## src/hdl/mmpwm_pkg.sv

```systemverilog
// Types, constants and helper functions of the mapped multichannel PWM block.
package mmpwm_pkg;

  localparam int CHANNELS = 30;
  localparam int DEFAULT_ENTRIES = 30;

  localparam logic [7:0] BASE_ABC = 8'h00;
  localparam logic [7:0] BASE_D   = 8'h02;

  localparam logic [15:0] PERIOD_RESET = 16'd1023;

  typedef enum logic [1:0] {
    CMD_TICK  = 2'd0,
    CMD_LEVEL = 2'd1,
    CMD_MAP   = 2'd2
  } cmd_t;

  typedef struct packed {
    logic [1:0] port;
    logic [4:0] chan;
    logic [7:0] bits;
  } map_entry_t;

  typedef logic [CHANNELS-1:0][15:0] level_vec_t;
  typedef map_entry_t [CHANNELS-1:0] map_vec_t;

  // Write request from the input stage to the level and map store.
  typedef struct packed {
    logic       level_we;
    logic       map_we;
    logic [4:0] idx;
    logic [15:0] level;
    map_entry_t entry;
  } wr_t;

  // Period counter status seen by the port evaluation.
  typedef struct packed {
    logic [15:0] count;
    logic [15:0] per;
    logic        start;
  } timer_t;

  // One result word.
  typedef struct packed {
    logic [7:0] a;
    logic [7:0] b;
    logic [7:0] c;
    logic [7:0] d;
    logic       start;
  } result_t;

  localparam logic [1:0] DFLT_PORT [DEFAULT_ENTRIES] = '{
    2'd0, 2'd0, 2'd0, 2'd0, 2'd0, 2'd0, 2'd2, 2'd0, 2'd0, 2'd2,
    2'd2, 2'd2, 2'd2, 2'd2, 2'd2, 2'd3, 2'd3, 2'd2, 2'd3, 2'd3,
    2'd3, 2'd1, 2'd1, 2'd3, 2'd1, 2'd1, 2'd1, 2'd1, 2'd1, 2'd1
  };

  localparam logic [7:0] DFLT_BITS [DEFAULT_ENTRIES] = '{
    8'h04, 8'h02, 8'h01, 8'h20, 8'h10, 8'h08, 8'h80, 8'h80, 8'h40, 8'h10,
    8'h20, 8'h40, 8'h02, 8'h04, 8'h08, 8'h40, 8'h80, 8'h01, 8'h08, 8'h10,
    8'h20, 8'h40, 8'h80, 8'h04, 8'h08, 8'h10, 8'h20, 8'h01, 8'h02, 8'h04
  };

  // Builds a map entry; a channel past the last one falls back to port A
  // and the last channel, keeping the mask.
  function automatic map_entry_t pack_entry(logic [1:0] port, logic [4:0] chan,
                                            logic [7:0] bits);
    map_entry_t e;
    e.port = port;
    e.chan = chan;
    e.bits = bits;
    if (32'(chan) >= CHANNELS) begin
      e.port = 2'd0;
      e.chan = 5'(CHANNELS - 1);
    end
    return e;
  endfunction

  // Reset value of one map entry; entries past the default table are disabled.
  function automatic map_entry_t default_entry(int unsigned i);
    map_entry_t e;
    e = '0;
    if (i < DEFAULT_ENTRIES) begin
      e = pack_entry(DFLT_PORT[i], 5'(i), DFLT_BITS[i]);
    end
    return e;
  endfunction

endpackage

```

## src/hdl/mmpwm_store.sv

```systemverilog
// Pending and active copies of the channel levels and the pin map.
module mmpwm_store (
  input  logic                  clk,
  input  logic                  rst,
  input  mmpwm_pkg::wr_t        wr,
  input  logic                  tick_start,
  output mmpwm_pkg::level_vec_t level_eff,
  output mmpwm_pkg::map_vec_t   map_eff
);

  mmpwm_pkg::level_vec_t level_pending;
  mmpwm_pkg::level_vec_t level_active;
  mmpwm_pkg::map_vec_t   map_pending;
  mmpwm_pkg::map_vec_t   map_active;
  logic                  swap_pending;
  logic                  swap_now;

  // While no swap is armed the two copies agree, so arming on every
  // in-range write, changed or not, gives the same active copy.
  assign swap_now = tick_start && swap_pending;

  // The swap takes effect on the very tick that starts the period.
  assign level_eff = swap_now ? level_pending : level_active;
  assign map_eff   = swap_now ? map_pending : map_active;

  always_ff @(posedge clk) begin
    if (rst) begin
      for (int i = 0; i < mmpwm_pkg::CHANNELS; i++) begin
        level_pending[i] <= '0;
        level_active[i]  <= '0;
        map_pending[i]   <= mmpwm_pkg::default_entry(i);
        map_active[i]    <= mmpwm_pkg::default_entry(i);
      end
      swap_pending <= 1'b0;
    end else begin
      if (swap_now) begin
        level_active <= level_pending;
        map_active   <= map_pending;
        swap_pending <= 1'b0;
      end
      if (wr.level_we) begin
        level_pending[wr.idx] <= wr.level;
        swap_pending          <= 1'b1;
      end
      if (wr.map_we) begin
        map_pending[wr.idx] <= wr.entry;
        swap_pending        <= 1'b1;
      end
    end
  end

endmodule

```

## config.mk

```make
export PLATFORM = sky130hd
export DESIGN_NAME = mmpwm_store
export DESIGN_NICKNAME = d
export VERILOG_FILES = /design/src/hdl/mmpwm_pkg.sv /design/src/hdl/mmpwm_store.sv
export SDC_FILE = /design/constraint.sdc
export NUM_CORES = 2
export LEC_CHECK = 0
export ABC_AREA = 1
export BUFFER_PORTS_ARGS = -buffer_cell sky130_fd_sc_hd__buf_2
export CORE_MARGIN = 1.5
export CORE_UTILIZATION = 45
export CTS_CLUSTER_SIZE = 25
export DETAILED_ROUTE_END_ITERATION = 12
export GPL_TIMING_DRIVEN = 0
export PLACE_DENSITY_LB_ADDON = 0.15
export SYNTH_ARGS = -nofsm -noshare
export SYNTH_HDL_FRONTEND = slang
export SYNTH_SLANG_ARGS = --single-unit
```

## constraint.sdc

```tcl
create_clock -name clk -period 3.3 [get_ports clk]
set_input_delay 0.825 -clock clk [delete_from_list [all_inputs] [get_ports clk]]
set_output_delay 0.825 -clock clk [all_outputs]
set_load 0.1 [all_outputs]
```

**After elaboration in Yosys (flattened, before gate mapping)**

Cells that the tools add are included.

- Flip-flop bits (word level): 1861
- Input bits: 41
- Output and inout bits: 930
- Logic and storage cells: 257

- Magnitude comparators: 2
- Mux-type cells: 11
- Reduce and logical (&&, ||, !) cells: 3

Operator list:

| cell | count |
|---|---|
| bitwise mux 480 bit | 1 |
| 2-to-1 mux 480 bit | 1 |
| bitwise mux 450 bit | 1 |
| 2-to-1 mux 450 bit | 1 |
| demux 16 bit (select 5 bit) | 1 |
| demux 15 bit (select 5 bit) | 1 |
| 2-to-1 mux 16 bit | 1 |
| 2-to-1 mux 15 bit | 1 |
| < comparator 5 x 6 -> 1 bit, second input constant | 1 |
| greater-or-equal comparator 5 x 1 -> 1 bit, second input constant | 1 |
| 2-to-1 mux 1 bit | 3 |
| nonzero test 3 bit | 1 |
| logical AND 1 bit | 2 |

**Depth between registers and ports, before layout**

- Depth after elaboration: 5
- Gate-level depth with buffers: 9
- Mapped depth without buffers: 7

**Worst setup path after synthesis**

No wires, ideal clock.

- Path type: input to output
- Start point: input tick_start
- End point: output map_eff[100] (netlist bit)
- Arrival time: 2.348 ns
- Required time: 2.475 ns
- Setup slack: 0.127 ns
- Stages on the path: 6
- Buffers on the path: 3
- Cell sequence: nand2_1 -> buf_2 -> clkbuf_1 -> clkbuf_1 -> o21ai_0 -> inv_1

RTL lines:

| item | RTL line | text |
|---|---|---|
| start, declared | mmpwm_store.sv:6 | `input logic tick_start,` |
| end, declared | mmpwm_store.sv:8 | `output mmpwm_pkg::map_vec_t map_eff` |

**Worst setup path after layout**

- Start point: input rst
- End point: register level_active[143] (netlist bit)

RTL lines:

| item | RTL line | text |
|---|---|---|
| start, declared | mmpwm_store.sv:4 | `input logic rst,` |
| end signal, assigned | mmpwm_store.sv:37 | `level_active <= level_pending;` |
| end, declared | mmpwm_store.sv:12 | `mmpwm_pkg::level_vec_t level_active;` |

No word-level cell between the ends.

==> flow_summary.yaml <==
worst_setup_path:
  end_kind: "register"
  r2r_end: "level_active[182]"
  r2r_slack_ns: 1.57
  crit_end: "level_active[143]"
  crit_family: "buffers and inverters"
  crit_slowest_cell: "clkbuf_1"
  startpoint: "rst"
  path_class: "primary input to register"
  crit_arrival_ns: 4.30
  r2r_cells: 6
  path_cells: "clkbuf_1, clkbuf_1, clkbuf_1, nor2_1"
  path_depth: 4
  critPathLaunchType: "primary input"
  cpMostUsedCell: "clkbuf_1"
  worstPathMaxFanout: 10
  r2r_start: "swap_pending"
  max_stage_delay_ns: 1.20
  cp_num_buf_inv: 3
  cp.required_ns: 3.97
routing:
  ant_nets: 0
  drt-pass1-iter-count: 8
  drt_iter0_markers: 7029
  drc: 0
  wl_per_cell_um: 21.1
  vias: 76784
  viasPerCell: 5.06
  wl_um: 320000
outcome:
  violations: "capacitance limit, slew limit, setup timing"
  outcome: "complete, but fails checks"
placement:
  placed_area_sq_mm: 0.0846
  gp_congestion: 0.963
  dp_hpwl_um: 232000
  dp.cells: 14794
  io_buffers: 956
sta:
  rsz0062_at_grt: "yes"
  worst_slew_pin_slew_ns: 1.54
  clock_skew_ns: 0.0235
  fmax_mhz: 275
  finalHoldViolCount: 0
  fin_crit_ns: 3.64
  fin_crit_sh: 1.10
  maxSlewHeadroom: -0.0287
  drv_slew: 11
  setup_viol: 896
  setup_slack_ns: -0.336
  finalSetupTns_ns: -73.76
clocking:
  cts_root_buffer: "clkbuf_16"
  cts-htree-levels: 4
  cts_made_buffers: 197
  cts_tree: "built"
  clkTransAtPathRegs_ns: 0.06
  clkLatencyLatePin_ns: 0.86
  clockBufferDepth: 3
  cts_hold_buf: 0
  clkSinkCount: 1861
floorplan:
  num_rows: 151
  die_h_um: 417
  die_area_sq_mm: 0.174
  start_util: 0.454
  die_x_um: 417
  design.portCount: 971
  coreArea_sq_mm: 0.170
global_routing:
  grt_pass1_wl_um: 453000
  grt_pass1_vias: 70368
  antenna_found_initial: 24
  grtUsageTotal: 0.353
  grt_overflow: 0
  grt_max_degree: 17
layout:
  mostFrequentLayoutCells: "nand2_1, inv_1, nor2_1"
  final_common_cell: "nand2_1"
  layoutNonFillerInstCount: 15181
  nets: 12827
  fill_cells: 15889
  areaGrowthSynthToFinish_pct: 28.9
  fin_area_sq_mm: 0.0992
  drive_gt1_frac: 0.156
hold_path:
  worstHoldPathType: "primary input to register"
synthesis:
  synth_nets: 11661
  avgSynthCellArea_sq_um: 6.63
  syn_inst: 11620
  yosys.cell_types.count: 24
  ys_seq_area_frac: 0.484
  ys_seq_elements: 1861
  syn_area_sq_mm: 0.0770
  yosys_warnings: 0
job:
  maxCapViolCount: 1
power:
  ir_worst_vdd_uv: 561
  p_leak_nw: 52.8
  p_per_area_mw_per_mm2: 620
## cells in the mapped netlist
master | number | area [sq um]
inv_1 | 2614 | 9810
nand2_1 | 2565 | 9630
nor2_1 | 2004 | 7520
dfxtp_1 | 1861 | 37300
o21ai_0 | 930 | 4650
clkbuf_1 | 564 | 2120
nand3_1 | 396 | 1980
nand4_1 | 354 | 2210
a21oi_1 | 96 | 480
buf_2 | 96 | 480
buf_1 | 76 | 285
nor3_2 | 12 | 120
buf_4 | 11 | 82.6
nor2_4 | 8 | 90.1
nor3_1 | 7 | 35.0
inv_2 | 6 | 22.5
nand4_2 | 6 | 75.1
nor3_4 | 4 | 65.1
nand3_2 | 3 | 30.0
nand2_2 | 2 | 12.5
nor2_2 | 2 | 12.5
a31oi_1 | 1 | 6.26
clkinv_1 | 1 | 3.75
nand2_4 | 1 | 11.3
## through the flow
step | utilization | worst slack, ns | hold WS (ns) | total power [W]
after CTS | 0.568 | -0.319 | 0.283 | 0.0607
after global routing | 0.585 | -0.238 | 0.324 | 0.0630
after global placement | 0.498 | -2.11 | 0.435 | 0.0368
after detailed placement | 0.498 | -2.02 | 0.439 | 0.0369
after floorplan | - | 0.127 | 0.424 | 0.0339
final | 0.585 | -0.336 | 0.331 | 0.0615
## where the power goes
group / total [W] / switching [W] / internal, W / leakage, nW
combinational: 0.0150 / 0.0119 / 0.00314 / 34.3
clock: 0.0230 / 0.00957 / 0.0135 / 3.32
sequential: 0.0235 / 0.000251 / 0.0232 / 15.1
## cells by family after synthesis
kind of cell / Yosys count / synth area share
buffers and inverters: 3368 / 0.166
flip-flops: 1861 / 0.484
AND/OR/NAND/NOR: 5364 / 0.283
AO/OA/AOI/OAI: 1027 / 0.0668
## area by class of cell
| cell class | instances | area, sq um | area share |
|---|---|---|---|
| antenna | 19 | 47.5 | 0.000479 |
| buffer | 747 | 4370 | 0.0441 |
| clock buffer | 300 | 6020 | 0.0607 |
| clock inverter | 57 | 662 | 0.00667 |
| inverter | 2621 | 9840 | 0.0992 |
| multi-input combinational | 6391 | 28000 | 0.282 |
| sequential | 1861 | 37300 | 0.375 |
| tap | 2218 | 2780 | 0.0280 |
| timing repair buffer | 967 | 10200 | 0.103 |
## how the worst min path moves through the flow
stage	startpoint	end	slack, ns	cells past startpoint
finish	wr[10]	map_pending[340]	0.33	3
global route	wr[10]	map_pending[355]	0.32	3
CTS	wr[13]	map_pending[298]	0.28	3
detailed placement	map_pending[203]	map_pending[203]	0.44	2
global placement	map_pending[126]	map_pending[126]	0.43	2
floorplan	map_pending[126]	map_pending[126]	0.42	2
## per-layer routing
layer,share of wire,track usage,vias to the layer above
met1,0.39,0.438,36065
met3,0.074,0.0511,887
met4,0.085,0.265,2
met5,0.000025,0,-
met2,0.45,0.555,3297
li1,-,-,36533
## sequential cells by signal, indices dropped and copies added (netlist names)
signal	cells
level_active	480
map_active	450
swap_pending	1
level_pending	480
map_pending	450
## what timing repair did
item	CTS	global route
endpoints found under the setup margin	955	941
cloned	2	1
resized for setup	1943	1664
buffers inserted	7	1
pin swaps	4	1
## worst min-delay path, cell delays in order
cell and delay (ns):
buf_2 0.15, nand3_1 0.09, nand3_1 0.07
No activity file was read; power rests on OpenSTA's default activity.
