==> src/hdl/mmpwm_pkg.sv <==
// Types, constants and helper functions of the mapped multichannel PWM block.
package mmpwm_pkg;

  localparam int CHANNELS = 30;
  localparam int DEFAULT_ENTRIES = 30;

  localparam logic [7:0] BASE_ABC = 8'h00;
  localparam logic [7:0] BASE_D   = 8'h02;

  localparam logic [15:0] PERIOD_RESET = 16'd1023;

  typedef enum logic [1:0] {
    CMD_TICK  = 2'd0,
    CMD_LEVEL = 2'd1,
    CMD_MAP   = 2'd2
  } cmd_t;

  typedef struct packed {
    logic [1:0] port;
    logic [4:0] chan;
    logic [7:0] bits;
  } map_entry_t;

  typedef logic [CHANNELS-1:0][15:0] level_vec_t;
  typedef map_entry_t [CHANNELS-1:0] map_vec_t;

  // Write request from the input stage to the level and map store.
  typedef struct packed {
    logic       level_we;
    logic       map_we;
    logic [4:0] idx;
    logic [15:0] level;
    map_entry_t entry;
  } wr_t;

  // Period counter status seen by the port evaluation.
  typedef struct packed {
    logic [15:0] count;
    logic [15:0] per;
    logic        start;
  } timer_t;

  // One result word.
  typedef struct packed {
    logic [7:0] a;
    logic [7:0] b;
    logic [7:0] c;
    logic [7:0] d;
    logic       start;
  } result_t;

  localparam logic [1:0] DFLT_PORT [DEFAULT_ENTRIES] = '{
    2'd0, 2'd0, 2'd0, 2'd0, 2'd0, 2'd0, 2'd2, 2'd0, 2'd0, 2'd2,
    2'd2, 2'd2, 2'd2, 2'd2, 2'd2, 2'd3, 2'd3, 2'd2, 2'd3, 2'd3,
    2'd3, 2'd1, 2'd1, 2'd3, 2'd1, 2'd1, 2'd1, 2'd1, 2'd1, 2'd1
  };

  localparam logic [7:0] DFLT_BITS [DEFAULT_ENTRIES] = '{
    8'h04, 8'h02, 8'h01, 8'h20, 8'h10, 8'h08, 8'h80, 8'h80, 8'h40, 8'h10,
    8'h20, 8'h40, 8'h02, 8'h04, 8'h08, 8'h40, 8'h80, 8'h01, 8'h08, 8'h10,
    8'h20, 8'h40, 8'h80, 8'h04, 8'h08, 8'h10, 8'h20, 8'h01, 8'h02, 8'h04
  };

  // Builds a map entry; a channel past the last one falls back to port A
  // and the last channel, keeping the mask.
  function automatic map_entry_t pack_entry(logic [1:0] port, logic [4:0] chan,
                                            logic [7:0] bits);
    map_entry_t e;
    e.port = port;
    e.chan = chan;
    e.bits = bits;
    if (32'(chan) >= CHANNELS) begin
      e.port = 2'd0;
      e.chan = 5'(CHANNELS - 1);
    end
    return e;
  endfunction

  // Reset value of one map entry; entries past the default table are disabled.
  function automatic map_entry_t default_entry(int unsigned i);
    map_entry_t e;
    e = '0;
    if (i < DEFAULT_ENTRIES) begin
      e = pack_entry(DFLT_PORT[i], 5'(i), DFLT_BITS[i]);
    end
    return e;
  endfunction

endpackage

==> src/hdl/mmpwm_eval.sv <==
// Port byte evaluation for one tick from the levels, the map and the counter.
module mmpwm_eval (
  input  mmpwm_pkg::timer_t     tm,
  input  mmpwm_pkg::level_vec_t level_eff,
  input  mmpwm_pkg::map_vec_t   map_eff,
  output mmpwm_pkg::result_t    res
);

  always_comb begin
    logic [mmpwm_pkg::CHANNELS-1:0] on;
    logic [3:0][7:0]                acc;
    // A channel is on below min(level, period); a zero level never is.
    for (int c = 0; c < mmpwm_pkg::CHANNELS; c++) begin
      on[c] = (tm.count < level_eff[c]) && (tm.count < tm.per);
    end
    acc[0] = mmpwm_pkg::BASE_ABC;
    acc[1] = mmpwm_pkg::BASE_ABC;
    acc[2] = mmpwm_pkg::BASE_ABC;
    acc[3] = mmpwm_pkg::BASE_D;
    for (int i = 0; i < mmpwm_pkg::CHANNELS; i++) begin
      if ((map_eff[i].bits != 8'h00) && (32'(map_eff[i].chan) < mmpwm_pkg::CHANNELS)
          && on[map_eff[i].chan]) begin
        acc[map_eff[i].port] = acc[map_eff[i].port] | map_eff[i].bits;
      end
    end
    res.a     = acc[0];
    res.b     = acc[1];
    res.c     = acc[2];
    res.d     = acc[3];
    res.start = tm.start;
  end

endmodule

==> config.mk <==
export PLATFORM = sky130hd
export DESIGN_NAME = mmpwm_eval
export DESIGN_NICKNAME = d
export VERILOG_FILES = /design/src/hdl/mmpwm_pkg.sv /design/src/hdl/mmpwm_eval.sv
export SDC_FILE = /design/constraint.sdc
export NUM_CORES = 2
export LEC_CHECK = 0
export ABC_AREA = 1
export BUFFER_PORTS_ARGS = -buffer_cell sky130_fd_sc_hd__buf_2
export CAP_MARGIN = 0
export CELL_PAD_IN_SITES_DETAIL_PLACEMENT = 0
export CELL_PAD_IN_SITES_GLOBAL_PLACEMENT = 1
export CORE_AREA = 2 2 391 393
export DETAILED_ROUTE_END_ITERATION = 16
export DIE_AREA = 0 0 393 395
export GPL_TIMING_DRIVEN = 0
export PLACE_DENSITY_LB_ADDON = 0.2
export SYNTH_ARGS = -nofsm -noshare
export SYNTH_HDL_FRONTEND = slang
export SYNTH_SLANG_ARGS = --single-unit
==> constraint.sdc <==
create_clock -name vclk -period 15.3
set_clock_uncertainty 0.15 [all_clocks]
set_input_delay 0 -clock vclk [all_inputs]
set_output_delay 0 -clock vclk [all_outputs]
set_load 0.01 [all_outputs]
Word level (Yosys, flattened, before mapping):

Index checks and enable logic that the tools add are counted.

* flip-flop bits (word level): 0
* input port bits: 963
* logic and storage cells: 573

* order comparisons: 151
* muxes and demuxes: 239
* bitwise operators: 33
* reduce and logical (&&, ||, !) cells: 150

Operators by type and width (count)
* $mux 32: 30
* $bwmux 32: 29
* $lt 16x16->1: 31
* $bmux 8 s2: 30
* $demux 8 s2: 30
* $mux 8: 60
* $or 8x8->8: 30
* $reduce_bool 8->1: 30
* $lt 5x6->1 const B: 30
* $bmux 1 s5: 30
* $lt 5x5->1 const B: 30
* $logic_and 1x1->1: 120
* $lt 2x3->1 const B: 30
* $ge 2x1->1 const B: 30
* $and 31x31->31: 1
* $mux 1: 30
* $not 1->1: 1
* $or 1x1->1: 1

Logic depth before layout (Yosys ltp):

* word-level depth: 152
* mapped depth: 140
* mapped depth without buffers: 137

Worst setup path after synthesis:

Ideal clock, no wire load.

* path kind: input to output
* start point: input tm[6] in the netlist's numbering
* end point: output res[7] in the netlist's numbering
* arrival time: 12.813 ns
* slack: 2.337 ns
* stages: 131
* buffers on the path: 2
* cells stage by stage: inv_1 > ha_1 > a21oi_1 > nor2_1 > nor3_4 > nand2_1 > a21oi_2 > buf_6 > buf_12 > and2_4 > o21ai_1 > o211ai_1 > nand3_1 > nand3b_2 > nand3_4 > nor2_8 > nand3_1 > nand2_1 > [... 95 more ...] > nand3_1 > nand2_1 > nor2_1 > nand3_1 > nand3_1 > nand2_1 > nor2_1 > nand3_1 > nand2_2 > nor2_2 > nor2_1 > nand3_1 > nand2_1 > nor2_1 > nor2_1 > nand2_1 > nand2_1 > nand2_1

RTL lines
* start: declaration: RTL line mmpwm_eval.sv:3 `input mmpwm_pkg::timer_t tm,`
* end: declaration: RTL line mmpwm_eval.sv:6 `output mmpwm_pkg::result_t res`

==> summary.md <==
During I/O placement, the number of pins put on the boundary was 996. The starting utilization of the core area was 0.298. The critical path is of the input port to output port type. Counting every instance in the synthesized netlist gives 8,972. The final-report max-slew violation count came out at 0.

Setup repair after global routing could not meet its margin everywhere. The worst setup path is captured at an output port. The worst path in the final design needs a cycle of 16.66 ns, including I/O delays and setup.

The number of buffer cells added on primary ports was 969; the number of nets in the layout was 11,518. The combined global-route utilization of all metal layers is 0.356, and the count of hold buffers inserted by post-cts repair is 0. The initial antenna violation count was 185; the final worst-path cycle share was 1.09.

In this run the mean area of a mapped cell was 5.02 um^2. The logs give 0 for the final sequential cell count and 0 um^2 for the sequential cell area. Summed over all instances, the cell type with the most area after synthesis is sky130_fd_sc_hd__nand2_1. The upper clock frequency limit is 60.0 MHz, and the via count normalized by instance count is 5.42. The floorplan step set the die height to 395 um.

In the routed design, unresolved DRC markers number 0. The path class of the lowest-slack min-delay path was input port to output port. Dominant combinational cell family by area after synthesis: simple AND/OR/NAND/NOR gates. The tools report the number of filler instances in the final layout as 17,557.

The arithmetic-cell share of the synthesized area counting full adders, half adders and majority gates was 0.129; the filler-free cell count of the finished design was 12,227. Entering global routing, the biggest net connects 32 pins. The number of nets handed over by synthesis was 10,400. The relative area change from synthesis to final layout is 28.4%. The final RePlAce weighted congestion is 0.994, and the number of global-route vias before repair is 62,057.

In the layout the commonest cells are 2,541 x sky130_fd_sc_hd__nand2_1, 1,456 x sky130_fd_sc_hd__nand3_1, 1,225 x sky130_fd_sc_hd__inv_1, 955 x sky130_fd_sc_hd__buf_2, 575 x sky130_fd_sc_hd__a21oi_1. The proportion of netlist area held by the largest area contributor is 0.228. Data on the critical path arrives at its endpoint at 16.51 ns.

OpenSTA, run right after detailed placement, puts the worst setup slack at -4.81 ns. The sequential-to-total area share from yosys stat was 0. The area enclosed by the die boundary is 155,000 um^2. Among all stages on the critical path, the largest delay is contributed by sky130_fd_sc_hd__o21ai_0. The number of clock buffers in the layout is 0. The areal power density over the cells is 55.8 nW/um^2, and the core outline area is 151,000 um^2. For this run, the number of Yosys warnings is 0. For this block, the via count after detailed routing is 66,275.

The detail route stage leaves a number of antenna-violating nets equal to 0. For this block, the routed nets add up to 291,000 um of wire. Maximum resistive drop on vdd: 0.0289 mV.

The logs give 239,000 um for the detailed placement HPWL and 0 for the number of max-cap violations. Summing every instance area after synthesis gives 45,000 um^2. The run finished, with violations left. Row generation in the floorplan step produced 143 rows. The routed length per instance was 23.8 um; the cell leakage power was 32.1 nW. The cell that appears most often on the critical path is sky130_fd_sc_hd__nor2_4.

By area the synthesized netlist is led by sky130_fd_sc_hd__nand2_1 23%, sky130_fd_sc_hd__nand3_1 19%, sky130_fd_sc_hd__ha_1 13%, sky130_fd_sc_hd__inv_1 11%, sky130_fd_sc_hd__a21oi_1 6.4%. The global-route wire length before repair is 413,000 um. The worst-path maximum fanout is 16. The fraction of synthesized cell area in xor and xnor cells came out at 0.

The final reports fail on setup timing. The proportion of layout cells with a drive suffix above 1 came out at 0.230. The first detailed-routing pass ran for 6 iterations. Hold timing on the final database bottoms out at a slack of 0.0353 ns. The final-report hold violation count was 0; the die boundary width was 393 um. The run gives -1.36 ns as the final worst-path setup slack. For this run, the slowest stage of the critical path takes 0.71 ns. For the pin with the worst max-slew slack, the measured transition is 1.17 ns. The total overflow reported by the global router is 0, and the final setup violation count is 31. The tools report the worst path required time as 15.15 ns.

The basic-gate share of the synthesized area counting and, or, nand and nor cells was 0.542. STA classifies the critical path startpoint as an input port. After the first detailed-routing iteration, the DRC count stood at 6,155. In this run, distinct cell masters in the synthesized netlist total 73.

Number of placed instances, taps included: 11,971. The run gives 0.219 as the worst slew margin relative to its limit. Leaving out fill and tap cells, the most frequent cell in the layout is sky130_fd_sc_hd__nand2_1. The fraction of synthesized area in multiplexers was 0; the area fraction in compound gates after synthesis was 0.175.
-- final cells by class --
class / count / area, um^2 / share of cell area
antenna: 109 / 273 / 0.00471
buffer: 169 / 1540 / 0.0267
inverter: 1435 / 5470 / 0.0945
multi-input combinational: 7367 / 41300 / 0.714
tap: 2030 / 2540 / 0.0439
timing repair buffer: 1117 / 6750 / 0.117
-- path summary, 6_finish.rpt --
kind / start / to / cells after the start
max: tm[32] / res[22] / 139
min: tm[0] / res[0] / 2
-- synthesized netlist by cell type (39+ instances only) --
library cell               instances
sky130_fd_sc_hd__nand2_1        2740
sky130_fd_sc_hd__clkbuf_1         85
sky130_fd_sc_hd__ha_1            465
sky130_fd_sc_hd__clkbuf_8         43
sky130_fd_sc_hd__nand3_1        1705
sky130_fd_sc_hd__o211ai_1         80
sky130_fd_sc_hd__nand4_1          39
sky130_fd_sc_hd__inv_1          1302
sky130_fd_sc_hd__nor4_1           56
sky130_fd_sc_hd__nor2_2          244
sky130_fd_sc_hd__o21ai_0         472
sky130_fd_sc_hd__inv_2            99
sky130_fd_sc_hd__a21oi_1         580
sky130_fd_sc_hd__nor2_1          545
sky130_fd_sc_hd__nor3_1           56
sky130_fd_sc_hd__nand2_2          61
-- cell families after synthesis --
family / after synthesis
AND/OR/NAND/NOR: 5518
buffers and inverters: 1605
AO/OA/AOI/OAI: 1383
adder cells (fa/ha/maj): 465
other: 1
-- critical path: cells and delay by family --
kind	cells	cell delay [ns]
buffers and inverters	11	1.37
AOI/OAI and AO/OA	4	1.25
and+or+nand+nor	123	13.42
adders and majority gates	1	0.36
-- stage by stage --
step / setup TNS (ns) / instance area, um^2 / power [mW] / util
floorplan: 0 / 45000 / 1.76 / -
global placement: -118.31 / 52400 / 2.84 / 0.347
detailed placement: -117.98 / 52400 / 2.85 / 0.347
CTS: -22.89 / 56700 / 3.10 / 0.375
global route: -69.82 / 57700 / 3.50 / 0.382
finish: -33.15 / 57900 / 3.23 / 0.383
-- layer usage --
metal / wire length (um) / vias up / global-route usage
met4: 11000 / 90 / 0.121
met5: 592 / - / 0
met1: 123000 / 30784 / 0.464
met2: 131000 / 2869 / 0.582
met3: 25600 / 593 / 0.0692
li1: - / 31939 / -
-- report_power, final --
group	leakage, nW	switching [mW]	internal [mW]
sequential	0	0	0
combinational	32.1	2.21	1.02
clock	0.000691	0	0.000000806
total	32.1	2.21	1.02
-- repair_timing --
action                                  CTS  global route
buffers inserted                         99            34
gates cloned                             14             1
gates resized for setup                 750           169
pin swaps                               263           161
endpoints found under the setup margin   31            31
No activity file was read; power rests on OpenSTA's default activity.
