==> config.mk <==
export PLATFORM = sky130hd
export DESIGN_NAME = mmpwm_timer
export DESIGN_NICKNAME = d
export VERILOG_FILES = /design/src/hdl/mmpwm_pkg.sv /design/src/hdl/mmpwm_timer.sv
export SDC_FILE = /design/constraint.sdc
export NUM_CORES = 1
export LEC_CHECK = 0
export BUFFER_PORTS_ARGS = -buffer_cell sky130_fd_sc_hd__buf_2
export CAP_MARGIN = 30
export CORE_ASPECT_RATIO = 0.7
export CORE_UTILIZATION = 30
export DETAILED_ROUTE_END_ITERATION = 10
export GPL_ROUTABILITY_DRIVEN = 0
export GPL_TIMING_DRIVEN = 0
export SLEW_MARGIN = 20
export SYNTH_ARGS = -nofsm -noshare
export SYNTH_HDL_FRONTEND = slang
export SYNTH_SLANG_ARGS = --single-unit
==> constraint.sdc <==
create_clock -name clk -period 6.65 [get_ports clk]
set_clock_uncertainty 0.1 [all_clocks]
set_input_delay 0.665 -clock clk [delete_from_list [all_inputs] [get_ports clk]]
set_output_delay 0.665 -clock clk [all_outputs]
set_load 0.05 [all_outputs]
==> src/hdl/mmpwm_pkg.sv <==
// Types, constants and helper functions of the mapped multichannel PWM block.
package mmpwm_pkg;

  localparam int CHANNELS = 30;
  localparam int DEFAULT_ENTRIES = 30;

  localparam logic [7:0] BASE_ABC = 8'h00;
  localparam logic [7:0] BASE_D   = 8'h02;

  localparam logic [15:0] PERIOD_RESET = 16'd1023;

  typedef enum logic [1:0] {
    CMD_TICK  = 2'd0,
    CMD_LEVEL = 2'd1,
    CMD_MAP   = 2'd2
  } cmd_t;

  typedef struct packed {
    logic [1:0] port;
    logic [4:0] chan;
    logic [7:0] bits;
  } map_entry_t;

  typedef logic [CHANNELS-1:0][15:0] level_vec_t;
  typedef map_entry_t [CHANNELS-1:0] map_vec_t;

  // Write request from the input stage to the level and map store.
  typedef struct packed {
    logic       level_we;
    logic       map_we;
    logic [4:0] idx;
    logic [15:0] level;
    map_entry_t entry;
  } wr_t;

  // Period counter status seen by the port evaluation.
  typedef struct packed {
    logic [15:0] count;
    logic [15:0] per;
    logic        start;
  } timer_t;

  // One result word.
  typedef struct packed {
    logic [7:0] a;
    logic [7:0] b;
    logic [7:0] c;
    logic [7:0] d;
    logic       start;
  } result_t;

  localparam logic [1:0] DFLT_PORT [DEFAULT_ENTRIES] = '{
    2'd0, 2'd0, 2'd0, 2'd0, 2'd0, 2'd0, 2'd2, 2'd0, 2'd0, 2'd2,
    2'd2, 2'd2, 2'd2, 2'd2, 2'd2, 2'd3, 2'd3, 2'd2, 2'd3, 2'd3,
    2'd3, 2'd1, 2'd1, 2'd3, 2'd1, 2'd1, 2'd1, 2'd1, 2'd1, 2'd1
  };

  localparam logic [7:0] DFLT_BITS [DEFAULT_ENTRIES] = '{
    8'h04, 8'h02, 8'h01, 8'h20, 8'h10, 8'h08, 8'h80, 8'h80, 8'h40, 8'h10,
    8'h20, 8'h40, 8'h02, 8'h04, 8'h08, 8'h40, 8'h80, 8'h01, 8'h08, 8'h10,
    8'h20, 8'h40, 8'h80, 8'h04, 8'h08, 8'h10, 8'h20, 8'h01, 8'h02, 8'h04
  };

  // Builds a map entry; a channel past the last one falls back to port A
  // and the last channel, keeping the mask.
  function automatic map_entry_t pack_entry(logic [1:0] port, logic [4:0] chan,
                                            logic [7:0] bits);
    map_entry_t e;
    e.port = port;
    e.chan = chan;
    e.bits = bits;
    if (32'(chan) >= CHANNELS) begin
      e.port = 2'd0;
      e.chan = 5'(CHANNELS - 1);
    end
    return e;
  endfunction

  // Reset value of one map entry; entries past the default table are disabled.
  function automatic map_entry_t default_entry(int unsigned i);
    map_entry_t e;
    e = '0;
    if (i < DEFAULT_ENTRIES) begin
      e = pack_entry(DFLT_PORT[i], 5'(i), DFLT_BITS[i]);
    end
    return e;
  endfunction

endpackage

==> src/hdl/mmpwm_timer.sv <==
// Period register and tick counter that wraps at the end of the period.
module mmpwm_timer (
  input  logic                clk,
  input  logic                rst,
  input  logic                cfg_we,
  input  logic [15:0]         cfg_data,
  input  logic                tick,
  output mmpwm_pkg::timer_t   tm
);

  logic [15:0] period_max;
  logic [15:0] tick_count;
  logic [15:0] tick_count_next;
  logic [15:0] per;

  assign per = (period_max == 16'd0) ? 16'd1 : period_max;

  // The counter follows the live period, so a shortened period wraps at once.
  always_comb begin
    if (({1'b0, tick_count} + 17'd1) >= {1'b0, per}) begin
      tick_count_next = '0;
    end else begin
      tick_count_next = tick_count + 16'd1;
    end
  end

  always_ff @(posedge clk) begin
    if (rst) begin
      period_max <= mmpwm_pkg::PERIOD_RESET;
      tick_count <= '0;
    end else begin
      if (cfg_we) begin
        period_max <= cfg_data;
      end
      if (tick) begin
        tick_count <= tick_count_next;
      end
    end
  end

  assign tm.count = tick_count;
  assign tm.per   = per;
  assign tm.start = (tick_count == 16'd0);

endmodule

Yosys cells after proc, flatten, opt, wreduce, memory -nomap -nowiden. Index checks and enable logic that the tools add are counted. Widths: inputs -> output; s select.

Muxes and demuxes: 2. Add/sub/neg operators: 2. Reduce and logical (&&, ||, !) cells: 2. Magnitude comparators: 1.

Operators by type and width (number): $logic_not 16->1 (2); $mux 16 (2); $add 16x1->17 const B (1); $ge 17x16->1 (1); $add 16x1->16 const B (1).

Register bits after elaboration: 32. Bits of input ports: 20. Logic and storage cells: 9.

Logic depth before layout (Yosys ltp). Gate-level depths: netlist (run 1).

Depth after elaboration: 4. Depth in mapped cells: 14. Depth with buffers taken out: 13.

Worst setup path after synthesis (run 1). No wires, ideal clock.

Path type: register to register. Start: reg tick_count[0]. End: reg tick_count[11]. Arrival: 3285 ps. Path buffers: 1. Cell stages (with the launch flop): 14. Required time: 6488 ps. Setup slack: 3204 ps. Path through: dfxtp_1 ha_1 and3_1 nand4_2 nor2_1 xor2_1 ha_1 nand3_1 nor2_1 and3_1 a2111oi_4 and2_1 buf_6 a32o_2.

Word-level cells in the longest chain between the ends: 3. Elaborated cells between the ends (all ways): 4.

RTL lines: start, declared (RTL line mmpwm_timer.sv:12) `logic [15:0] tick_count;`; start signal, assigned (RTL line mmpwm_timer.sv:36) `tick_count <= tick_count_next;`; $add 16x1->17 (RTL line mmpwm_timer.sv:20) `if (({1'b0, tick_count} + 17'd1) >= {1'b0, per}) begin`; $ge 17x16->1 (RTL line mmpwm_timer.sv:20); $mux 16 * (RTL line mmpwm_timer.sv:20).

Every way passes the cells marked *; elsewhere a longest branch is shown, timed or not. A chain may end at the register's enable or synchronous reset.

Final worst setup path (run 1).
Start: reg tick_count[3]. End: reg tick_count[5].

The elaborated chain is that of the path after synthesis.

==> summary.md, run 1 <==
| Metric | Value |
|---|---|
| Worst-margin pin slew | 0.591 ns |
| Slew Viols, Final | 0 |
| Clock insertion delay at the later pin of the skew report | 0.29 ns |
| Most common cell after layout, fill and taps aside | buf_2 |
| R2R cell count | 12 |
| Hold_sp | period_max[0]$_SDFFE_PP1P_ |
| Setup TNS | 0 ns |
| Drt wl/cell | 13.5 um |
| Static leakage | ~1.2 nW |
| Final Cycle Share | 0.543 |
| Io pins | between 50 and 60 |
| Max FO, Critical Path | 8 |
| Type of origin of the critical path | flip-flop |
| Yosys synthesis warning count | 0 |
| Hold Crit Class | flip-flop to flip-flop |
| Fin crit period | around 3.6 ns |
| CTS tree | yes |
| Antenna violations before repair | 0 |
| Unrepaired setup endpoints after global routing | no |
| Number of gates resized after CTS | 0 |
| Pre-antenna DRT Iters | 4 |
| Buf+Inv Stages, Crit Path | 0 |
| WHS Endpoint | period_max[0]$_SDFFE_PP1P_ |
| DIE WIDTH | between 90 and 100 um |
| CTS Hold Buffers Added | 0 |
| Nets | around 340 |
| Syn avg cell area | approximately 8.3 um^2 |
| Clk sink count | 32 |
| Share of cells above drive strength 1 | 0.252 |
| FP Rows | 24 |
| Vias | about 1900 |
| Cell repeated most along the worst path | and3_1 |
| F_max | roughly 280 MHz |
| Antenna cells | 0 |
| Launching point of the worst reg2reg path | tick_count[3]$_SDFFE_PP0P_ |
| Fin cells | around 400 |
| Peak VDD IR | 0.0622 mV |
| PwrDens | between 150 and 200 nW/um^2 |
| RR Endpoint | tick_count[5]$_SDFFE_PP0P_ |
| Layout area overhead | 23.0% |
| DRT antenna net count | 0 |
| Congestion Overflow GR | 0 |
| Most frequent cells in the layout | 50 x buf_2, 32 x dfxtp_1, 30 x nand2_1 |
| I/O Buffers | 50 |
| Inst Count DP | 382 |
| Status | finished, final reports clean |
| Tot Pwr | 464 uW |
| Largest net degree at the start of global routing | 11 |
| Cells after Synth | approximately 240 |
| Dpl hpwl | 4.15 mm |
| Top delay family on crit path | simple AND/OR/NAND/NOR gates |
| CP required | about 6.8 ns |
| Iteration-0 DRC Markers | 86 |
| Global-route wire length before repair | around 9 mm |
| Instance count on the critical path | 12 |
| Die span in y | about 70 um |
| Fin Hold WS | around 0.4 ns |
| Worst-path clk slew | about 0.070 ns |
| R2R setup slack | approximately 3 ns |
| Endpoints failing setup | 0 |
| Flops & latches, synth | 32 |
| Synth cell types | 39 |
| Die area | around 7000 um^2 |
| CTS buffer count | 5 |
| Residual DRC | 0 |
| Setup bufs post-CTS | 0 |
| Vias per inst | between 4 and 5 |
| GRT Overall Usage | 0.164 |
| Total Wirelength | around 5.2 mm |
| Initial Util | 0.317 |
| Core ar. | 6340 um^2 |
| Max Buffers Root-to-Sink | 2 |
| Mapped Area | about 2000 um^2 |
| Crit-path cells | and3_1, and3_1, nand2_1, nor3_1, xnor2_1, ha_1, nand3_1, nor2_1, and3_1, a2111oi_4, nand3_2, o22ai_1 |
| Area post-placement | 2370 um^2 |
| Root Buffer | clkbuf_8 |
| Fin. Hold Viols | 0 |
| Critical Path AT | about 3.7 ns |
| CP Capture Type | flip-flop |
| Critical path type | flip-flop to flip-flop |
| Post-synthesis sequential area ratio | 0.319 |
| Syn nets | around 280 |
| Number of global-route vias before repair | roughly 1700 |
| Crit path largest cell delay | roughly 0.55 ns |
| Hold Path Stages | 2 |
| Max_cap viols | 0 |
| Crit-path slowest cell | a2111oi_4 |
| Design area | 2470 um^2 |
| Slew HR | 0.606 |
| H-tree depth | 2 |
-- worst register-to-register path: cells and delay by family, from the launching register on --
family,cells,cell delay (ns)
adders and majority gates,1,0.29
DFF,1,0.47
and+or+nand+nor,8,1.70
xor gates and xnor gates,1,0.19
AOI/OAI and AO/OA,2,0.78
-- report_power, final --
group | leakage (nW) | switching, mW | internal (mW)
clock network | 0.0503 | 0.0760 | 0.0922
registers | 0.262 | 0.00846 | 0.199
logic | 0.928 | 0.0607 | 0.0273
-- Yosys cell counts --
cell	count	area, um^2
a31oi_4	1	21.3
nor4_1	5	31.3
a32o_2	9	101
o211ai_2	1	12.5
a2111oi_4	1	27.5
a21oi_1	5	25.0
a21o_1	2	15.0
nor2b_1	1	6.26
xnor2_1	4	35.0
a21oi_4	1	16.3
and3_1	5	31.3
inv_1	27	101
buf_6	1	11.3
o211ai_1	9	67.6
nor3_1	4	20.0
clkbuf_1	21	78.8
o21ai_0	1	5.00
and2_1	1	6.26
xor2_1	5	43.8
nor2_1	11	41.3
ha_1	18	225
o21ai_1	1	5.00
and4_4	1	11.3
nand2_1	30	113
mux2i_1	7	70.1
nand2b_1	1	6.26
clkinv_1	1	3.75
and4_1	3	26.3
dfxtp_1	32	641
a41o_1	1	10.0
o21a_1	1	7.51
nand3_1	12	60.1
nor4b_1	1	8.76
a31oi_1	6	37.5
nand4_2	1	12.5
nor3_2	1	10.0
nand4_1	2	12.5
nand3_2	1	10.0
o22ai_1	6	37.5
-- cells by family (layout without fill, tap and decap cells) --
| kind of cell | Yosys count | in the layout | synth area share |
|---|---|---|---|
| and+or+nand+nor | 80 | 80 | 0.203 |
| buffers and inverters | 50 | 107 | 0.0973 |
| AOI/OAI and AO/OA | 45 | 45 | 0.194 |
| DFF | 32 | 32 | 0.319 |
| adders and majority gates | 18 | 18 | 0.112 |
| xor gates and xnor gates | 9 | 9 | 0.0393 |
| muxes | 7 | 7 | 0.0349 |
-- worst max path at each step --
| stage | from | end | slack, ns |
|---|---|---|---|
| finish | tick_count[3]$_SDFFE_PP0P_ | tick_count[5]$_SDFFE_PP0P_ | 3.04 |
| global placement | tick_count[0]$_SDFFE_PP0P_ | tick_count[5]$_SDFFE_PP0P_ | 3.12 |
| floorplan | tick_count[0]$_SDFFE_PP0P_ | tick_count[11]$_SDFFE_PP0P_ | 3.20 |
| global route | tick_count[2]$_SDFFE_PP0P_ | tick_count[4]$_SDFFE_PP0P_ | 2.72 |
| detailed placement | tick_count[0]$_SDFFE_PP0P_ | tick_count[4]$_SDFFE_PP0P_ | 3.09 |
| CTS | tick_count[0]$_SDFFE_PP0P_ | tick_count[4]$_SDFFE_PP0P_ | 3.07 |
-- layout make-up --
type                            instances  area [um^2]
Fill cell                             673         3870
Inverter                               28          105
Clock buffer                            7         96.3
Multi-Input combinational cell        159         1170
Timing Repair Buffer                   50          250
Tap cell                               91          114
Buffer                                 22         90.1
Sequential cell                        32          641
-- metrics by stage --
| stage | util | worst slack, ns |
|---|---|---|
| 2_1_floorplan | - | 3.20 |
| 3_3_place_gp | 0.374 | 3.12 |
| 3_5_place_dp | 0.374 | 3.09 |
| 4_1_cts | 0.389 | 3.07 |
| 5_1_grt | 0.389 | 2.72 |
| 6_report | 0.389 | 3.04 |
-- metal layers --
| metal | up-vias | wire length (um) | share of wire | track usage |
|---|---|---|---|---|
| met5 | - | 0 | 0 | 0 |
| met4 | 0 | 101 | 0.019 | 0.0703 |
| met3 | 10 | 283 | 0.054 | 0.0420 |
| met2 | 56 | 2060 | 0.39 | 0.215 |
| met1 | 846 | 2800 | 0.53 | 0.246 |
| li1 | 958 | - | - | - |
-- flip-flops by register name (all words and copies together) (netlist names) --
name / count
tick_count: 16
period_max: 16
Power figures use the tool's default switching activity.
==> run 2, diff against run 1 <==
--- a/config.mk
+++ b/config.mk
@@ -5,6 +5,7 @@
 export SDC_FILE = /design/constraint.sdc
 export NUM_CORES = 1
 export LEC_CHECK = 0
+export ABC_AREA = 1
 export BUFFER_PORTS_ARGS = -buffer_cell sky130_fd_sc_hd__buf_2
 export CAP_MARGIN = 30
 export CORE_ASPECT_RATIO = 0.7
==> constraint.sdc (replaced) <==
create_clock -name clk -period 3.6 [get_ports clk]
set_clock_uncertainty 0.1 [all_clocks]
set_input_delay 0.36 -clock clk [delete_from_list [all_inputs] [get_ports clk]]
set_output_delay 0.36 -clock clk [all_outputs]
set_load 0.05 [all_outputs]
==> summary.md, run 2 <==
| Metric | Value |
|---|---|
| Cell repeated most along the worst path | nand2_1 |
| Synth top area cells | dfxtp_1 31%, ha_1 11%, nand2_1 9.5% |
| Multi-input gate area | 1180 um^2 (+0.64%) |
| Type of origin of the critical path | flip-flop |
| Residual DRC | 0 (unchanged) |
| Critical path type | flip-flop to flip-flop |
| Buf+Inv Stages, Crit Path | 1 (+1) |
| Worst-margin pin slew | 0.496 ns (-0.0951 ns) |
| Async set or reset register ratio after synthesis | 0 (unchanged) |
| Most frequent cells in the layout | 52 x nand2_1, 52 x buf_2, 35 x a21oi_1 |
| Iteration-0 DRC Markers | 130 (+51%) |
| DIE WIDTH | 101 um (+1.2%) |
| Post-synth EDFFs | 0 (unchanged) |
| Met2 usage | 0.237 (+0.0221) |
| Share of cells above drive strength 1 | 0.199 (-0.0528) |
| Layout area overhead | 22.1% |
| Setup TNS | 0 ns (unchanged) |
| Core ar. | 6430 um^2 (+1.4%) |
| Max_cap viols | 0 (unchanged) |
| Pre-antenna DRT Iters | 4 (unchanged) |
| Clock insertion delay at the later pin of the skew report | 0.28 ns (about the same) |
| CTS tree | yes |
| Design area | 2510 um^2 (+1.8%) |
| Fin cells | 443 (+14%) |
| Global-route wire length before repair | 9.03 mm (+3.0%) |
| Final Cycle Share | 0.802 (+0.259) |
| Top cell type's share of synthesized area | 0.311 (-0.00797) |
| Syn avg cell area | 7.00 um^2 (-16%) |
| CTS buffer count | 5 (unchanged) |
| Hold_sp | cfg_data[9] |
| Hold Crit Class | input port to flip-flop |
| Unrepaired setup endpoints after global routing | no |
| Max FO, Critical Path | 10 (+2) |
| Top delay family on crit path | simple AND/OR/NAND/NOR gates |
| Slew Viols, Final | 0 (unchanged) |
| Clk sink count | 32 (unchanged) |
| Worst-path clk slew | 0.07 ns (about the same) |
| Pre-CTS setup slack | 0.723 ns (-2.36 ns) |
| Cells after Synth | 294 (+22%) |
| Flip-flop and latch area | 641 um^2 (unchanged) |
| Top flop regs | period_max: 16 flops, tick_count: 16 flops |
| Number of global-route vias before repair | 1800 (+4.5%) |
| M1 GR Usage | 0.245 (-0.00103) |
| R2R setup slack | 0.71 ns (-2.33 ns) |
| Launching point of the worst reg2reg path | tick_count[0]$_SDFFE_PP0P_ |
| CP required | 3.71 ns (-3.06 ns) |
| Vias | 2066 (+10%) |
| Crit-path cells | ha_1, nand2_2, nor2_4, nand2_4, nor3_1, xor2_1, ha_1, nand2_1, nand2_1, nand2_1, nand2_1, nor2_1, nand2_1, nor2_4, buf_6, nand4_1, a21oi_1 |
| Flops & latches, synth | 32 (unchanged) |
| Largest net degree at the start of global routing | 11 (unchanged) |
| H-tree depth | 2 (unchanged) |
| Root Buffer | clkbuf_8 |
| FP Rows | 24 (unchanged) |
| Die area | 7200 um^2 (+2.5%) |
| FILL cells | 738 (+9.7%) |
| Io pins | 53 (unchanged) |
| Inst Count DP | 435 (+14%) |
| Yosys top cell by area | dfxtp_1 |
| Instance count on the critical path | 17 (+5) |
| Area post-placement | 2420 um^2 (+2.2%) |
| Crit path to | tick_count[5]$_SDFFE_PP0P_ |
| Vias per inst | 4.66 (-3.0%) |
| Max Buffers Root-to-Sink | 2 (unchanged) |
| Static leakage | 1.23 nW (-1.2%) |
| Number of gates resized after CTS | 0 (unchanged) |
| Peak VDD IR | 0.176 mV (+180%) |
| Crit path largest cell delay | 0.42 ns (-0.13 ns) |
| GRT Overall Usage | 0.164 (about the same) |
| Syn nets | 332 (+19%) |
| Crit-path slowest cell | dfxtp_1 |
| Post-synth top flop | dfxtp_1 |
| Yosys synthesis warning count | 0 (unchanged) |
| Post-synthesis sequential area ratio | 0.311 (-0.00797) |
| Antenna violations before repair | 0 (unchanged) |
| Setup bufs post-CTS | 0 (unchanged) |
| Commonest cells in the netlist | 52 x nand2_1, 35 x a21oi_1, 33 x inv_1 |
| Mapped Area | 2060 um^2 (+2.6%) |
| RR Endpoint | tick_count[5]$_SDFFE_PP0P_ |
| I/O Buffers | 50 (unchanged) |
| Dpl hpwl | 4.36 mm (+4.9%) |
| M3 GR Usage | 0.0332 (-0.00887) |
| Die span in y | 71.3 um (+1.2%) |
| Total Wirelength | 5.42 mm (+3.5%) |
| Synth cell types | 27 (-31%) |
| Fin crit period | 2.89 ns (-0.722 ns) |
| Setup ws final | 0.713 ns (-2.33 ns) |
| Endpoints failing setup | 0 (unchanged) |
| Initial Util | 0.320 (+0.00355) |
| Worst setup path start | tick_count[0]$_SDFFE_PP0P_ |
| Antenna cells | 0 (unchanged) |
| Status | finished, final reports clean |
| CP Capture Type | flip-flop |
| R2R cell count | 17 (+5) |
| Most numerous cell in the Yosys netlist | nand2_1 |
| Fin. Hold Viols | 0 (unchanged) |
| Hold Path Stages | 3 (+1) |
| F_max | 346 MHz (+25%) |
| Tot Pwr | 863 uW (+86%) |
| Nets | 389 (+16%) |
| CTS Hold Buffers Added | 0 (unchanged) |
| DRT antenna net count | 0 (unchanged) |
| Congestion Overflow GR | 0 (unchanged) |
| PwrDens | 344 nW/um^2 (+83%) |
| Critical Path AT | 3.00 ns (-0.73 ns) |
| Slew HR | 0.669 (+0.0634) |
| Global routing's busiest layer | met1 |
| Drt wl/cell | 12.2 um (-9.2%) |
run 2: logic make-up after synthesis:
logic type,after synthesis,synth area share
compound gates,57,0.144
xor+xnor,14,0.0596
fa+ha+maj,18,0.109
buf+inv,59,0.116
flops,32,0.311
simple gates,114,0.259
run 2: where the power goes:
| group | leakage, nW | total (mW) | internal (mW) | switching, mW |
|---|---|---|---|---|
| combinational | 0.918 | 0.189 | 0.0544 | 0.135 |
| clock | 0.0455 | 0.290 | 0.156 | 0.134 |
| sequential | 0.263 | 0.384 | 0.370 | 0.0133 |
run 2: layout make-up:
cell class,count,area share
Buffer,25,0.0443
Clock buffer,8,0.0359
Inverter,34,0.0508
Multi-Input combinational cell,203,0.469
Sequential cell,32,0.255
Tap cell,91,0.0453
Timing Repair Buffer,50,0.0997
run 2: worst min path at each step:
stage | to | slack, ns
after floorplan | period_max[0]$_SDFFE_PP1P_ | 0.33
after global placement | period_max[0]$_SDFFE_PP1P_ | 0.34
after detailed placement | period_max[0]$_SDFFE_PP1P_ | 0.35
after CTS | period_max[9]$_SDFFE_PP1P_ | 0.18
after global routing | period_max[6]$_SDFFE_PP1P_ | 0.19
final | period_max[9]$_SDFFE_PP1P_ | 0.19
run 2: worst register-to-register path, cell delays in order (launching register included):
cell and delay (ns):
dfxtp_1 0.42, ha_1 0.23, nand2_2 0.08, nor2_4 0.16, nand2_4 0.10, nor3_1 0.20
xor2_1 0.21, ha_1 0.27, nand2_1 0.08, nand2_1 0.06, nand2_1 0.06, nand2_1 0.04
nor2_1 0.09, nand2_1 0.09, nor2_4 0.23, buf_6 0.18, nand4_1 0.09, a21oi_1 0.14
run 2: per-stage QoR:
step | util | hold slack [ns]
2_1_floorplan | - | 0.331
3_3_place_gp | 0.377 | 0.344
3_5_place_dp | 0.377 | 0.350
4_1_cts | 0.391 | 0.181
5_1_grt | 0.391 | 0.192
6_report | 0.391 | 0.187
run 2: layer usage:
layer  wire length, um  vias to the layer above
met5                 0                        -
met4                59                        0
met3               374                        7
met2              2190                       63
met1              2800                      920
li1                  -                     1076
==> run 3, diff against run 2 <==
==> constraint.sdc (replaced) <==
create_clock -name clk -period 2.9 [get_ports clk]
set_clock_uncertainty 0.1 [all_clocks]
set_input_delay 0.29 -clock clk [delete_from_list [all_inputs] [get_ports clk]]
set_output_delay 0.29 -clock clk [all_outputs]
set_load 0.05 [all_outputs]
==> summary.md, run 3 (synthesis results as in run 2) <==
| Metric | Value |
|---|---|
| Slew Viols, Final | 0 (unchanged) |
| Critical path type | flip-flop to flip-flop |
| R2R cell count | 17 (unchanged) |
| Inst Count DP | 435 (unchanged) |
| Multi-input gate area | 1190 um^2 (+1.1%) |
| Congestion Overflow GR | 0 (unchanged) |
| Layout area overhead | 24.3% |
| Crit-path cells | ha_2, nand2_2, nor2_4, nand2_4, nor3_2, xor2_1, ha_1, nand2_1, nand2_1, nand2_1, nand2_1, nor2_1, nand2_1, nor2_4, buf_6, nand4_1, a21oi_1 |
| Io pins | 53 (unchanged) |
| CTS tree | yes |
| Clock insertion delay at the later pin of the skew report | 0.28 ns (about the same) |
| Max_cap viols | 0 (unchanged) |
| Buf+Inv Stages, Crit Path | 1 (unchanged) |
| Crit path largest cell delay | 0.37 ns (-0.05 ns) |
| Hold Path Stages | 3 (unchanged) |
| CP required | 3.01 ns (-0.70 ns) |
| Flip-flop and latch area | 652 um^2 (+1.8%) |
| PwrDens | 420 nW/um^2 (+22%) |
| Global-route wire length before repair | 9.03 mm (unchanged) |
| Root Buffer | clkbuf_8 |
| CP Capture Type | flip-flop |
| Die span in y | 71.3 um (unchanged) |
| Top flop regs | period_max: 16 flops, tick_count: 16 flops |
| Vias | 2102 (+1.7%) |
| Pre-CTS setup slack | 0.0233 ns (-0.700 ns) |
| Peak VDD IR | 0.216 mV (+23%) |
| GRT Overall Usage | 0.164 (unchanged) |
| Slew HR | 0.657 (-0.0122) |
| Share of cells above drive strength 1 | 0.231 (+0.0321) |
| WHS Endpoint | period_max[9]$_SDFFE_PP1P_ |
| Type of origin of the critical path | flip-flop |
| Pre-antenna DRT Iters | 4 (unchanged) |
| Fin crit period | 2.64 ns (-0.250 ns) |
| RR Endpoint | tick_count[4]$_SDFFE_PP0P_ |
| Clk sink count | 32 (unchanged) |
| Setup ws final | 0.262 ns (-0.450 ns) |
| I/O Buffers | 50 (unchanged) |
| Fin Hold WS | 0.116 ns (-0.0703 ns) |
| FILL cells | 737 (-0.14%) |
| Tot Pwr | 1.07 mW (+25%) |
| Util after Layout | 0.398 (+0.00720) |
| F_max | 379 MHz (+9.5%) |
| Nets | 392 (+0.77%) |
| Die area | 7200 um^2 (unchanged) |
| FP Rows | 24 (unchanged) |
| Residual DRC | 0 (unchanged) |
| R2R setup slack | 0.26 ns (-0.45 ns) |
| Endpoints failing setup | 0 (unchanged) |
| Hold_sp | cfg_data[9] |
| Dpl hpwl | 4.36 mm (unchanged) |
| Hold Crit Class | input port to flip-flop |
| Top delay family on crit path | simple AND/OR/NAND/NOR gates |
| DRT antenna net count | 0 (unchanged) |
| Total Wirelength | 5.53 mm (+2.0%) |
| Iteration-0 DRC Markers | 84 (-35%) |
| Max FO, Critical Path | 10 (unchanged) |
| CTS buffer count | 5 (unchanged) |
| Worst-path clk slew | 0.07 ns (about the same) |
| Number of global-route vias before repair | 1800 (unchanged) |
| Max Buffers Root-to-Sink | 2 (unchanged) |
| Antenna violations before repair | 0 (unchanged) |
| Largest net degree at the start of global routing | 11 (unchanged) |
| Launching point of the worst reg2reg path | tick_count[0]$_SDFFE_PP0P_ |
| Final Cycle Share | 0.910 (+0.107) |
| Fin. Hold Viols | 0 (unchanged) |
| Vias per inst | 4.71 (+1.1%) |
| H-tree depth | 2 (unchanged) |
| Cell repeated most along the worst path | nand2_1 |
| Drt wl/cell | 12.4 um (+1.3%) |
| Static leakage | 1.24 nW (+1.3%) |
| Critical Path AT | 2.75 ns (-0.25 ns) |
| Worst-margin pin slew | 0.514 ns (+0.0183 ns) |
| Core ar. | 6430 um^2 (unchanged) |
| Crit-path slowest cell | dfxtp_4 |
| Most frequent cells in the layout | 52 x nand2_1, 52 x buf_2, 35 x a21oi_1 |
| CTS Hold Buffers Added | 0 (unchanged) |
| Status | finished, final reports clean |
| Fin cells | 446 (+0.68%) |
| DIE WIDTH | 101 um (unchanged) |
| Antenna cells | 0 (unchanged) |
| Initial Util | 0.320 (unchanged) |
run 3: cell count changes in the layout (fill, tap and decap cells not counted), sizes merged:
cell / delta
buf: +3
run 3: timing repair:
item,CTS,global route
resized for setup,0,11
buffers inserted,0,3
endpoints found under the setup margin,0,16
endpoints found under the hold margin,0,0
run 3: area by class of cell:
class | count | share of cell area
Sequential cell | 32 | 0.255
Inverter | 34 | 0.0499
Multi-Input combinational cell | 203 | 0.465
Clock buffer | 8 | 0.0352
Tap cell | 91 | 0.0445
Buffer | 25 | 0.0435
Timing Repair Buffer | 53 | 0.107
run 3: worst max-delay path by stage:
stage,end,from,depth (start not counted)
2_1_floorplan,tick_count[11]$_SDFFE_PP0P_,tick_count[1]$_SDFFE_PP0P_,17
3_3_place_gp,tick_count[5]$_SDFFE_PP0P_,tick_count[1]$_SDFFE_PP0P_,17
3_5_place_dp,tick_count[4]$_SDFFE_PP0P_,tick_count[1]$_SDFFE_PP0P_,17
4_1_cts,tick_count[4]$_SDFFE_PP0P_,tick_count[1]$_SDFFE_PP0P_,17
5_1_grt,tick_count[1]$_SDFFE_PP0P_,tick_count[0]$_SDFFE_PP0P_,17
6_report,tick_count[4]$_SDFFE_PP0P_,tick_count[0]$_SDFFE_PP0P_,17
run 3: worst min-delay path: stages:
cell,delay [ns]
buf_2,0.08
a21oi_1,0.05
o21ai_0,0.06
run 3: per-layer routing:
layer | wire [um] | vias up | GRT usage
li1 | - | 1077 | -
met1 | 2830 | 948 | 0.245
met2 | 2280 | 72 | 0.237
met3 | 358 | 5 | 0.0332
met4 | 51 | 0 | 0.0483
met5 | 0 | - | 0
run 3: through the flow:
stage          instance area, um^2  setup TNS (ns)
5_1_grt                       2560        -0.00733
3_3_place_gp                  2420               0
6_report                      2560               0
4_1_cts                       2510               0
2_1_floorplan                 2060               0
3_5_place_dp                  2420               0
run 3: report_power, final:
group / internal [mW] / total (mW) / switching, mW
clock: 0.194 / 0.359 / 0.165
sequential: 0.459 / 0.476 / 0.0166
combinational: 0.0703 / 0.240 / 0.169
total: 0.723 / 1.07 / 0.351
